**src/design/fpd_pkg.sv**
```systemverilog
`timescale 1ns / 1ps
// Shared types and constants for the fan PID duty controller.
// No dependencies; every other design file imports this package.
package fpd_pkg;

  localparam int TEMP_W  = 16;
  localparam int MAXT_W  = 15;
  localparam int ERR_W   = 17;
  localparam int INTEG_W = 32;
  localparam int DIFF_W  = 18;
  localparam int GAIN_W  = 16;
  localparam int P_W     = GAIN_W + 1 + ERR_W;
  localparam int I_W     = GAIN_W + 1 + INTEG_W;
  localparam int D_W     = GAIN_W + 1 + DIFF_W;
  localparam int SUM_W   = I_W + 1;
  localparam int FRAC_BITS = 12;

  localparam logic [7:0] DUTY_MIN = 8'd128;
  localparam logic [7:0] DUTY_MAX = 8'd255;
  localparam logic signed [SUM_W-1:0] NEG_LO = SUM_W'(128 * 4096);
  localparam logic signed [SUM_W-1:0] NEG_HI = SUM_W'(255 * 4096);

  localparam logic [MAXT_W-1:0] TARGET_RST = 15'd1392;
  localparam logic [GAIN_W-1:0] KP_RST     = 16'd5120;
  localparam logic [GAIN_W-1:0] KI_RST     = 16'd205;
  localparam logic [GAIN_W-1:0] KD_RST     = 16'd1280;

  typedef enum logic [1:0] {
    REG_TARGET = 2'd0,
    REG_KP     = 2'd1,
    REG_KI     = 2'd2,
    REG_KD     = 2'd3
  } fpd_reg_t;

  typedef struct packed {
    logic [MAXT_W-1:0] target;
    logic [GAIN_W-1:0] kp;
    logic [GAIN_W-1:0] ki;
    logic [GAIN_W-1:0] kd;
  } fpd_cfg_t;

  typedef struct packed {
    logic [MAXT_W-1:0]         max_temp;
    logic signed [ERR_W-1:0]   err;
    logic signed [INTEG_W-1:0] integ;
    logic signed [DIFF_W-1:0]  diff;
  } fpd_err_t;

  typedef struct packed {
    logic [MAXT_W-1:0]     max_temp;
    logic signed [P_W-1:0] p_term;
    logic signed [I_W-1:0] i_term;
    logic signed [D_W-1:0] d_term;
  } fpd_prod_t;

endpackage

```
**src/design/fpd_error.sv**
```systemverilog
`timescale 1ns / 1ps
// Max-temperature, error, saturating integral and difference stage; owns the loop state.
// Depends on fpd_pkg for widths and the stage payload type.
module fpd_error import fpd_pkg::*; #(
  parameter int NUM_SENSORS = 6
) (
  input  logic                     clk,
  input  logic                     rst_n,
  input  logic                     up_valid,
  input  logic signed [TEMP_W-1:0] up_temps [NUM_SENSORS],
  output logic                     up_stall,
  input  logic [MAXT_W-1:0]        target,
  output logic                     dn_valid,
  output fpd_err_t                 dn_data,
  input  logic                     dn_stall
);

  logic                      valid_r;
  fpd_err_t                  data_r, data_nxt;
  logic signed [INTEG_W-1:0] integ_r, integ_nxt;
  logic signed [ERR_W-1:0]   prev_r;
  logic signed [TEMP_W-1:0]  maxt;
  logic signed [INTEG_W:0]   integ_sum;
  logic                      load;

  assign up_stall = valid_r && dn_stall;
  assign load     = up_valid && !up_stall;
  assign dn_valid = valid_r;
  assign dn_data  = data_r;

  always_comb begin
    // start at zero so an all-negative set floors to zero
    maxt = '0;
    for (int i = 0; i < NUM_SENSORS; i++) begin
      if (up_temps[i] > maxt) maxt = up_temps[i];
    end
    data_nxt.max_temp = maxt[MAXT_W-1:0];
    data_nxt.err = $signed({2'b00, target}) - $signed({2'b00, maxt[MAXT_W-1:0]});
    integ_sum = (INTEG_W+1)'(integ_r) + (INTEG_W+1)'(data_nxt.err);
    // clamp when the sign of the wide sum disagrees with the narrow one
    if (integ_sum[INTEG_W] != integ_sum[INTEG_W-1]) begin
      integ_nxt = integ_sum[INTEG_W] ? {1'b1, {(INTEG_W-1){1'b0}}}
                                     : {1'b0, {(INTEG_W-1){1'b1}}};
    end else begin
      integ_nxt = integ_sum[INTEG_W-1:0];
    end
    data_nxt.integ = integ_nxt;
    data_nxt.diff  = DIFF_W'(data_nxt.err) - DIFF_W'(prev_r);
  end

  always_ff @(posedge clk) begin
    if (!rst_n) begin
      valid_r <= 1'b0;
      integ_r <= '0;
      prev_r  <= '0;
    end else begin
      if (!up_stall) valid_r <= up_valid;
      if (load) begin
        integ_r <= integ_nxt;
        prev_r  <= data_nxt.err;
      end
    end
  end

  always_ff @(posedge clk) begin
    if (load) data_r <= data_nxt;
  end

endmodule

```
**config.mk**
```make
export PLATFORM = sky130hd
export DESIGN_NAME = fpd_error
export DESIGN_NICKNAME = d
export VERILOG_FILES = /design/src/design/fpd_pkg.sv /design/src/design/fpd_error.sv
export SDC_FILE = /design/constraint.sdc
export NUM_CORES = 1
export LEC_CHECK = 0
export BUFFER_PORTS_ARGS = -buffer_cell sky130_fd_sc_hd__buf_2
export CAP_MARGIN = 25
export CELL_PAD_IN_SITES_DETAIL_PLACEMENT = 0
export CELL_PAD_IN_SITES_GLOBAL_PLACEMENT = 1
export CORE_ASPECT_RATIO = 0.8
export CORE_MARGIN = 4
export CORE_UTILIZATION = 39
export DETAILED_ROUTE_END_ITERATION = 12
export PLACE_DENSITY = 0.78
export REMOVE_ABC_BUFFERS = 1
export SYNTH_ARGS = -nofsm -noshare
export SYNTH_HDL_FRONTEND = slang
export SYNTH_SLANG_ARGS = --single-unit
```
**constraint.sdc**
```tcl
create_clock -name clk -period 66.4 [get_ports clk]
set_input_delay 13.28 -clock clk [delete_from_list [all_inputs] [get_ports clk]]
set_output_delay 13.28 -clock clk [all_outputs]
set_load 0.02 [all_outputs]
```
# Word-level counts from Yosys, hierarchy flattened
# Index checks and enable logic that the tools add are counted.
totals:
  word_cells: 28
  input_bits: 115
  reg_bits: 130
classes:
  eq_ne: 1
  n_mux: 8
  addsub: 3
  n_reduce_logical: 3
  n_lt_le_gt_ge: 6
op_table:
  columns: ["cell", "count"]
  rows:
  - ["16-bit > comparator", 5]
  - ["16-bit two-way mux", 5]
  - ["32-bit two-way mux", 2]
  - ["32-bit by 16-bit adder with 33-bit output", 1]
  - ["16-bit by 16-bit subtractor with 17-bit output", 1]
  - ["16-bit by 1-bit > comparator with 1-bit output, second input constant", 1]
  - ["15-bit by 15-bit subtractor with 16-bit output", 1]
  - ["15-bit two-way mux", 1]
  - ["1-bit logical AND", 2]
  - ["1-bit logical NOT", 1]
  - ["1-bit != test", 1]

# Logic depth before layout (Yosys ltp)
# Gate-level depths: netlist (run 1).
logic_depth:
  depth_word: 16
  mapped_depth: 105

# Least setup slack after synthesis (run 1)
# No wires, ideal clock.
synth_path:
  path_kind: "input -> register"
  from: "input up_temps[95] (netlist name)"
  to: "register integ_r[0]"
  t_arrival_ns: 31.817
  path_stages: 96
  required_time_ns: 66.326
  setup_slack_ns: 34.509
  path_cell_list: "clkbuf_1 -> a41oi_1 -> nand2_1 -> ha_1 -> nand4_1 -> a2111oi_2 -> o31a_1 -> buf_4 -> clkbuf_1 -> clkbuf_1 -> nand2_1 -> ha_1 -> nand4_1 -> nor4_2 -> and2_1 -> nand2b_1 -> o211a_1 -> a22oi_2 -> (+60 left out) -> a21oi_1 -> o21bai_1 -> a21oi_1 -> o21bai_1 -> a21oi_1 -> o21bai_1 -> a21o_1 -> a21oi_1 -> o21ai_0 -> o221a_2 -> a41oi_1 -> a2111oi_0 -> or2_2 -> a32oi_1 -> nor2_1 -> or3_1 -> clkbuf_1 -> o21ai_0"
synth_rtl:
  columns: ["item", "line", "rtl"]
  rows:
  - ["from (decl)", "fpd_error.sv:10", "input logic signed [TEMP_W-1:0] up_temps [NUM_SENSORS],"]
  - ["to (signal assigned)", "fpd_error.sv:59", "integ_r <= integ_nxt;"]
  - ["to (decl)", "fpd_error.sv:20", "logic signed [INTEG_W-1:0] integ_r, integ_nxt;"]

==> impl_metrics.yaml, run 1 <==
routing:
  first_pass_iters: 5
  ant_nets: 0
  viasPerCell: 5.364
  vias: 9794
  drc: 0
  routed_wl_mm: 31.89
  wire_per_inst_um: 17.46
  drt_iter0_drc: 789
floorplan:
  ios: 199
  dieArea_um2: 30470
  dieHeight_um: 156.9
  core_area_um2: 27300
  die_w_um: 194.2
  core.rowCount: 54
  start_util: 0.3962
clocking:
  clockBufferDepth: 2
  cts_tree: "yes"
  path_clk_slew_ps: 60
  cts_root_buf: "clkbuf_16"
  htree_num_levels: 4
  insertion_delay_ps: 430
  holdBufCountCts: 0
  clock_sinks: 129
  ctsResizeCount: 0
  cts_buffers: 17
  post_cts_buffers: 0
job:
  max-cap-violations: 0
synthesis:
  synth.most_common_cell: "nor2_1"
  ys_seq_elements: 129
  netlist.area_leader.share: 0.2221
  synthCells: 1256
  synth_flop_cell: "edfxtp_1"
  avgSynthCellArea_um2: 8.610
  yosysUniqueCellTypes: 93
  synth_common_cells: "143 x nor2_1, 129 x ha_1, 103 x a21oi_1, 103 x inv_1, 99 x nand2_1"
  async_flop_share: 0
  synth_area_leaders: "edfxtp_1 22%, ha_1 15%, dfxtp_1 9.1%, nor2_1 5.0%, a21oi_1 4.8%"
  synth_largest_area_cell: "edfxtp_1"
  synth_warnings: 0
  seq_area_frac_synth: 0.3129
  synth-edff-count: 80
  syn_area_um2: 10810
sta:
  min_period_ps: 33290
  tightest_slew_ps: 966.0
  finalClockSkew_ps: 12.17
  hold_viol: 0
  clock.fmax_ghz: 0.03004
  hold_slack_ps: 456.5
  fin_setup_tns_ps: 0
  period_share: 0.5013
  grt_setup_unrepaired: "false"
  slew_headroom: 0.3560
  slew_violations: 0
  setup_viol: 0
  worst_slack_ps: 33110
worst_setup_path:
  cp_data_required_time_ps: 66670
  worstPathArrival_ps: 33560
  crit_path_frequent_cell: "a21oi_1"
  startpoint_type: "primary input"
  crit_type: "in -> reg"
  slowest_stage: "o22ai_4"
  max_stage_delay_ps: 740
  rrSetupSlack_ps: 60140
  cp_max_fo: 32
  r2r_cells: 25
  end_kind: "flop"
min_path:
  min_path_type: "reg -> reg"
  holdPathStages: 2
grt:
  grt_max_degree: 52
  antenna_found_initial: 5
  use_met3: 0.04323
  gr-total-overflow: 0
  top_usage_layer: "met1"
  grt_pass1_wl_mm: 50.00
  track_usage: 0.2055
  met2_usage: 0.3055
  grt_pass1_vias: 9103
  grt_util_met1: 0.3111
layout:
  fillCellCount: 2714
  post-route-util: 0.4693
  fin_nets: 1693
  drive_gt1_frac: 0.1986
  area_growth_pct: 18.47
placement:
  gp_congestion: 0.9412
  pre_cts_slack_ps: 32250
  dp_hpwl_mm: 25.57
  port_buffers: 198
status:
  outcome: "completed"
worst max-delay path: cells and delay by family:
family / cells / cell delay (ps)
AO/OA/AOI/OAI: 48 / 10970
AND/OR/NAND/NOR: 24 / 5620
adder cells (fa/ha/maj): 8 / 2010
buffers and inverters: 7 / 1030
XOR/XNOR: 2 / 460
multiplexers: 1 / 120
flip-flops by register name, indices dropped and copies added, names as in the netlist:
name and flops:
dn_data 80, integ_r 32, prev_r 16, dn_valid 1
worst paths after layout:
path | from | endpoint
max reg2reg | integ_r[1]$_SDFFE_PN0P_ | dn_data[35]$_DFFE_PP_
max | up_temps[89] | dn_data[35]$_DFFE_PP_
min | prev_r[6]$_SDFFE_PN0P_ | prev_r[6]$_SDFFE_PN0P_
min reg2reg | prev_r[6]$_SDFFE_PN0P_ | prev_r[6]$_SDFFE_PN0P_
per-layer routing:
metal	vias to the layer above	wire length, um
li1	4935	-
met1	4532	16030
met2	294	13480
met3	27	2035
met4	6	308
met5	-	34
logic make-up after synthesis:
group	synth area share
buffers and inverters	0.05010
AOI/OAI and AO/OA	0.2146
adders and majority gates	0.1570
DFF	0.3129
xor gates and xnor gates	0.05183
muxes	0.03355
and+or+nand+nor	0.1797
other	0.0003468
placed cells by master (no fill, tap or decap), drive strengths merged, types with 48 or more instances in the layout:
master / Yosys / routed
buf: 5 / 208
nor2: 143 / 143
dfxtp: 49 / 49
nand2: 99 / 99
edfxtp: 80 / 80
o21ai: 84 / 84
inv: 103 / 104
ha: 129 / 129
xnor2: 48 / 48
a21oi: 103 / 103
cell type report:
| class | instances | area, um2 | area share |
|---|---|---|---|
| diodes | 2 | 5.005 | 0.0003907 |
| clock buffers | 28 | 538.0 | 0.04200 |
| clock inverters | 4 | 22.52 | 0.001758 |
| inverters | 105 | 396.6 | 0.03096 |
| multi-input cells | 986 | 6917 | 0.5399 |
| flip-flops and latches | 129 | 3383 | 0.2641 |
| well taps | 364 | 455.4 | 0.03555 |
| repair buffers | 208 | 1094 | 0.08536 |
through the flow:
step	cell area, um2	instances
2_1_floorplan	10670	1220
3_3_place_gp	12200	1790
3_5_place_dp	12200	1790
4_1_cts	12760	1822
5_1_grt	12810	1826
6_report	12810	1826
Power of run 1 is not shown: default switching activity piles up to over one toggle a cycle in this logic, so the estimate is an artifact.
==> inputs of run 2 (changes only) <==
--- a/config.mk
+++ b/config.mk
@@ -13,7 +13,7 @@
 export CORE_MARGIN = 4
 export CORE_UTILIZATION = 39
 export DETAILED_ROUTE_END_ITERATION = 12
-export PLACE_DENSITY = 0.78
+export PLACE_DENSITY = 0.81
 export REMOVE_ABC_BUFFERS = 1
 export SYNTH_ARGS = -nofsm -noshare
 export SYNTH_HDL_FRONTEND = slang
==> constraint.sdc (replaced) <==
create_clock -name clk -period 30.6 [get_ports clk]
set_input_delay 6.12 -clock clk [delete_from_list [all_inputs] [get_ports clk]]
set_output_delay 6.12 -clock clk [all_outputs]
set_load 0.02 [all_outputs]
==> impl_metrics.yaml, run 2 (synthesis gave the netlist of run 1 again) <==
status:
  outcome: "completed"
worst_setup_path:
  end_kind: "flop"
  max_stage_delay_ps: 760
  slowest_stage: "or3_1"
  crit_type: "in -> reg"
  r2r_cells: 25
  startpoint_type: "primary input"
  worstPathArrival_ps: 26480
  cp_data_required_time_ps: 30860
  rrSetupSlack_ps: 24290
  crit_path_start: "up_temps[89]"
  cp.depth: 91
  cp_max_fo: 32
  cpLargestDelayFamily: "compound AO/OA/AOI/OAI gates"
  critPathCapture: "integ_r[28]$_SDFFE_PN0P_"
  r2r_end: "integ_r[28]$_SDFFE_PN0P_"
  cp_num_buf_inv: 8
  r2r-start: "integ_r[1]$_SDFFE_PN0P_"
  crit_path_frequent_cell: "a21oi_1"
sta:
  grt_setup_unrepaired: "false"
  slew_headroom: 0.3510
  finalClockSkew_ps: 13.65
  tightest_slew_ps: 973.4
  min_period_ps: 26220
  period_share: 0.8568
  hold_viol: 0
  fin_setup_tns_ps: 0
  clock.fmax_ghz: 0.03814
  setup_viol: 0
  slew_violations: 0
layout:
  fin_area_um2: 12850
  fillCellCount: 2703
  fin_nets: 1692
  final_common_cell: "buf_2"
  area_growth_pct: 18.86
  largest_register_ff_count: 80
  drive_gt1_frac: 0.2015
  layout_common_cells: "198 x buf_2, 141 x nor2_1, 129 x ha_1, 103 x inv_1, 103 x a21oi_1"
placement:
  placed_cell_area_um2: 12200
  gp_congestion: 0.9424
  port_buffers: 198
  dp_hpwl_mm: 25.25
grt:
  antenna_found_initial: 6
  grt_max_degree: 55
  grt_pass1_vias: 9027
  grt_pass1_wl_mm: 48.71
  track_usage: 0.1983
  gr-total-overflow: 0
clocking:
  holdBufCountCts: 0
  post_cts_buffers: 0
  cts_buffers: 17
  cts_tree: "yes"
  ctsResizeCount: 0
  path_clk_slew_ps: 70
  cts_root_buf: "clkbuf_16"
  htree_num_levels: 4
  clock_sinks: 129
  insertion_delay_ps: 420
  clockBufferDepth: 2
floorplan:
  core.rowCount: 54
  die_w_um: 194.2
  start_util: 0.3962
  core_area_um2: 27300
  ios: 199
  dieArea_um2: 30470
  dieHeight_um: 156.9
routing:
  first_pass_iters: 5
  wire_per_inst_um: 17.15
  drt_iter0_drc: 756
  ant_nets: 0
  routed_wl_mm: 31.35
  viasPerCell: 5.343
  drc: 0
  vias: 9767
min_path:
  min_path_type: "reg -> reg"
job:
  max-cap-violations: 0
run 2: worst min path at each step:
stage / slack (ps) / cells past startpoint / endpoint / start
3_3_place_gp: 440 / 2 / integ_r[16]$_SDFFE_PN0P_ / integ_r[16]$_SDFFE_PN0P_
5_1_grt: 490 / 2 / integ_r[27]$_SDFFE_PN0P_ / integ_r[27]$_SDFFE_PN0P_
6_report: 460 / 2 / prev_r[6]$_SDFFE_PN0P_ / prev_r[6]$_SDFFE_PN0P_
2_1_floorplan: 430 / 2 / integ_r[0]$_SDFFE_PN0P_ / integ_r[0]$_SDFFE_PN0P_
4_1_cts: 460 / 2 / prev_r[6]$_SDFFE_PN0P_ / prev_r[6]$_SDFFE_PN0P_
3_5_place_dp: 450 / 2 / integ_r[27]$_SDFFE_PN0P_ / integ_r[27]$_SDFFE_PN0P_
run 2: metal layers:
| layer | track usage | wire length, um | part of all wire |
|---|---|---|---|
| met2 | 0.3067 | 13670 | 0.44 |
| met4 | 0.03046 | 227 | 0.0072 |
| met1 | 0.2950 | 15820 | 0.50 |
| met3 | 0.03809 | 1612 | 0.051 |
| met5 | 0 | 21 | 0.00067 |
run 2: tightest hold or removal path, delay by kind of cell (launching register included):
| family | cells | cell delay [ps] |
|---|---|---|
| flip-flops | 1 | 310 |
| AND/OR/NAND/NOR | 1 | 50 |
| AO/OA/AOI/OAI | 1 | 50 |
run 2: area by class of cell:
cell class / instances / area (um2) / share of cell area
inverters: 105 / 396.6 / 0.03086
clock inverters: 12 / 141.4 / 0.01100
flip-flops and latches: 129 / 3383 / 0.2632
multi-input cells: 986 / 6909 / 0.5375
diodes: 5 / 12.51 / 0.0009734
well taps: 364 / 455.4 / 0.03543
repair buffers: 207 / 1066 / 0.08294
clock buffers: 20 / 489.2 / 0.03806
run 2: through the flow:
stage                     hold WS, ps    util  setup slack (ps)  std cells
after floorplan                 429.1       -              5221       1220
after global placement          439.6  0.4468              4416       1790
after detailed placement        449.6  0.4468              3750       1790
after CTS                       457.5  0.4699              4116       1822
after global routing            491.5  0.4708              2683       1827
final                           459.1  0.4709              4380       1828
Power of run 2 is left out for the same reason.
==> inputs of run 3 (changes only) <==
--- a/config.mk
+++ b/config.mk
@@ -10,11 +10,10 @@
 export CELL_PAD_IN_SITES_DETAIL_PLACEMENT = 0
 export CELL_PAD_IN_SITES_GLOBAL_PLACEMENT = 1
 export CORE_ASPECT_RATIO = 0.8
-export CORE_MARGIN = 4
+export CORE_MARGIN = 2
 export CORE_UTILIZATION = 39
 export DETAILED_ROUTE_END_ITERATION = 12
-export PLACE_DENSITY = 0.81
-export REMOVE_ABC_BUFFERS = 1
+export PLACE_DENSITY_LB_ADDON = 0.08
 export SYNTH_ARGS = -nofsm -noshare
 export SYNTH_HDL_FRONTEND = slang
 export SYNTH_SLANG_ARGS = --single-unit
==> impl_metrics.yaml, run 3 (synthesis gave the netlist of run 1 again) <==
status:
  outcome: "completed"
layout:
  final_common_cell: "buf_2"
  fin_area_um2: 12840
  layout_common_cells: "198 x buf_2, 141 x nor2_1, 129 x ha_1, 103 x inv_1, 103 x a21oi_1"
  largest_register_ff_count: 80
  drive_gt1_frac: 0.2014
  fin_nets: 1693
  post-route-util: 0.4703
  area_growth_pct: 18.72
grt:
  grt_util_met1: 0.3253
  grt_max_degree: 53
  met2_usage: 0.3288
  grt_pass1_vias: 9367
  grt_pass1_wl_mm: 50.03
  gr-total-overflow: 0
  track_usage: 0.2171
  antenna_found_initial: 1
  use_met3: 0.03949
  top_usage_layer: "met2"
sta:
  hold_slack_ps: 455.2
  slew_headroom: 0.3332
  min_period_ps: 25780
  grt_setup_unrepaired: "false"
  fin_setup_tns_ps: 0
  setup_viol: 0
  slew_violations: 0
  finalClockSkew_ps: 11.50
  clock.fmax_ghz: 0.03879
  tightest_slew_ps: 1000
  period_share: 0.8425
  hold_viol: 0
worst_setup_path:
  end_kind: "flop"
  r2r-start: "integ_r[1]$_SDFFE_PN0P_"
  crit_path_frequent_cell: "a21oi_1"
  worstPathArrival_ps: 26060
  cp_data_required_time_ps: 30880
  r2r_end: "dn_data[37]$_DFFE_PP_"
  crit_type: "in -> reg"
  slowest_stage: "o22ai_4"
  rrSetupSlack_ps: 24520
  startpoint_type: "primary input"
  r2r_cells: 25
  cp_max_fo: 32
  max_stage_delay_ps: 770
floorplan:
  start_util: 0.3962
  dieHeight_um: 152.9
  ios: 199
  dieArea_um2: 29090
  core_area_um2: 27300
  die_w_um: 190.2
  core.rowCount: 54
min_path:
  hold_end: "prev_r[6]$_SDFFE_PN0P_"
  min_path_type: "reg -> reg"
  holdPathStages: 2
  hp-start: "prev_r[6]$_SDFFE_PN0P_"
routing:
  first_pass_iters: 7
  wire_per_inst_um: 17.14
  routed_wl_mm: 31.29
  drt_iter0_drc: 488
  vias: 9665
  ant_nets: 0
  viasPerCell: 5.296
  drc: 0
clocking:
  cts_buffers: 17
  cts_root_buf: "clkbuf_16"
  path_clk_slew_ps: 70
  insertion_delay_ps: 420
  post_cts_buffers: 0
  htree_num_levels: 4
  cts_tree: "yes"
  clockBufferDepth: 2
  clock_sinks: 129
  holdBufCountCts: 0
  ctsResizeCount: 0
placement:
  gp_congestion: 0.8807
  dp_hpwl_mm: 24.89
  placed_cell_area_um2: 12220
  port_buffers: 198
job:
  max-cap-violations: 0
synthesis:
  syn_nets: 1502
## run 3: cell types whose count changed in the layout (fill, tap and decap cells not counted), sizes merged
cell      delta
clkbuf       -1
clkinvlp     +1
clkinv       +1
bufinv       -2
inv          +1
buf          +1
diode        -4
## run 3: worst max-delay path by stage
stage / startpoint / endpoint / slack, ps
6_report: up_temps[89] / dn_data[37]$_DFFE_PP_ / 4820
3_3_place_gp: up_temps[85] / dn_data[37]$_DFFE_PP_ / 4230
4_1_cts: up_temps[89] / dn_data[24]$_DFFE_PP_ / 4410
2_1_floorplan: up_temps[95] / integ_r[0]$_SDFFE_PN0P_ / 5870
3_5_place_dp: up_temps[89] / dn_data[24]$_DFFE_PP_ / 4060
5_1_grt: up_temps[89] / dn_data[24]$_DFFE_PP_ / 2830
## run 3: metal layers
metal  wire (um)  vias to the layer above
li1            -                     4936
met1       16440                     4482
met2       13020                      228
met3        1627                       19
met4         205                        0
met5           0                        -
## run 3: final cells by class
type                            instances  area, um2
Antenna cell                            1      2.502
Clock buffer                           19      475.5
Clock inverter                         13      98.84
Fill cell                            2719      14460
Inverter                              105      396.6
Multi-Input combinational cell        986       6913
Sequential cell                       129       3383
Tap cell                              364      455.4
Timing Repair Buffer                  208       1114
## run 3: per-stage QoR
stage / std cells / setup slack, ps
after floorplan: 1256 / 5869
after global placement: 1789 / 4233
after detailed placement: 1790 / 4061
after CTS: 1822 / 4413
after global routing: 1824 / 2825
final: 1825 / 4820
## run 3: critical path: cells and delay by family
family	cells	cell delay, ps
AO/OA/AOI/OAI	50	11040
adder cells (fa/ha/maj)	8	2200
buffers and inverters	7	1020
multiplexers	1	120
AND/OR/NAND/NOR	25	5530
Power of run 3 is left out for the same reason.
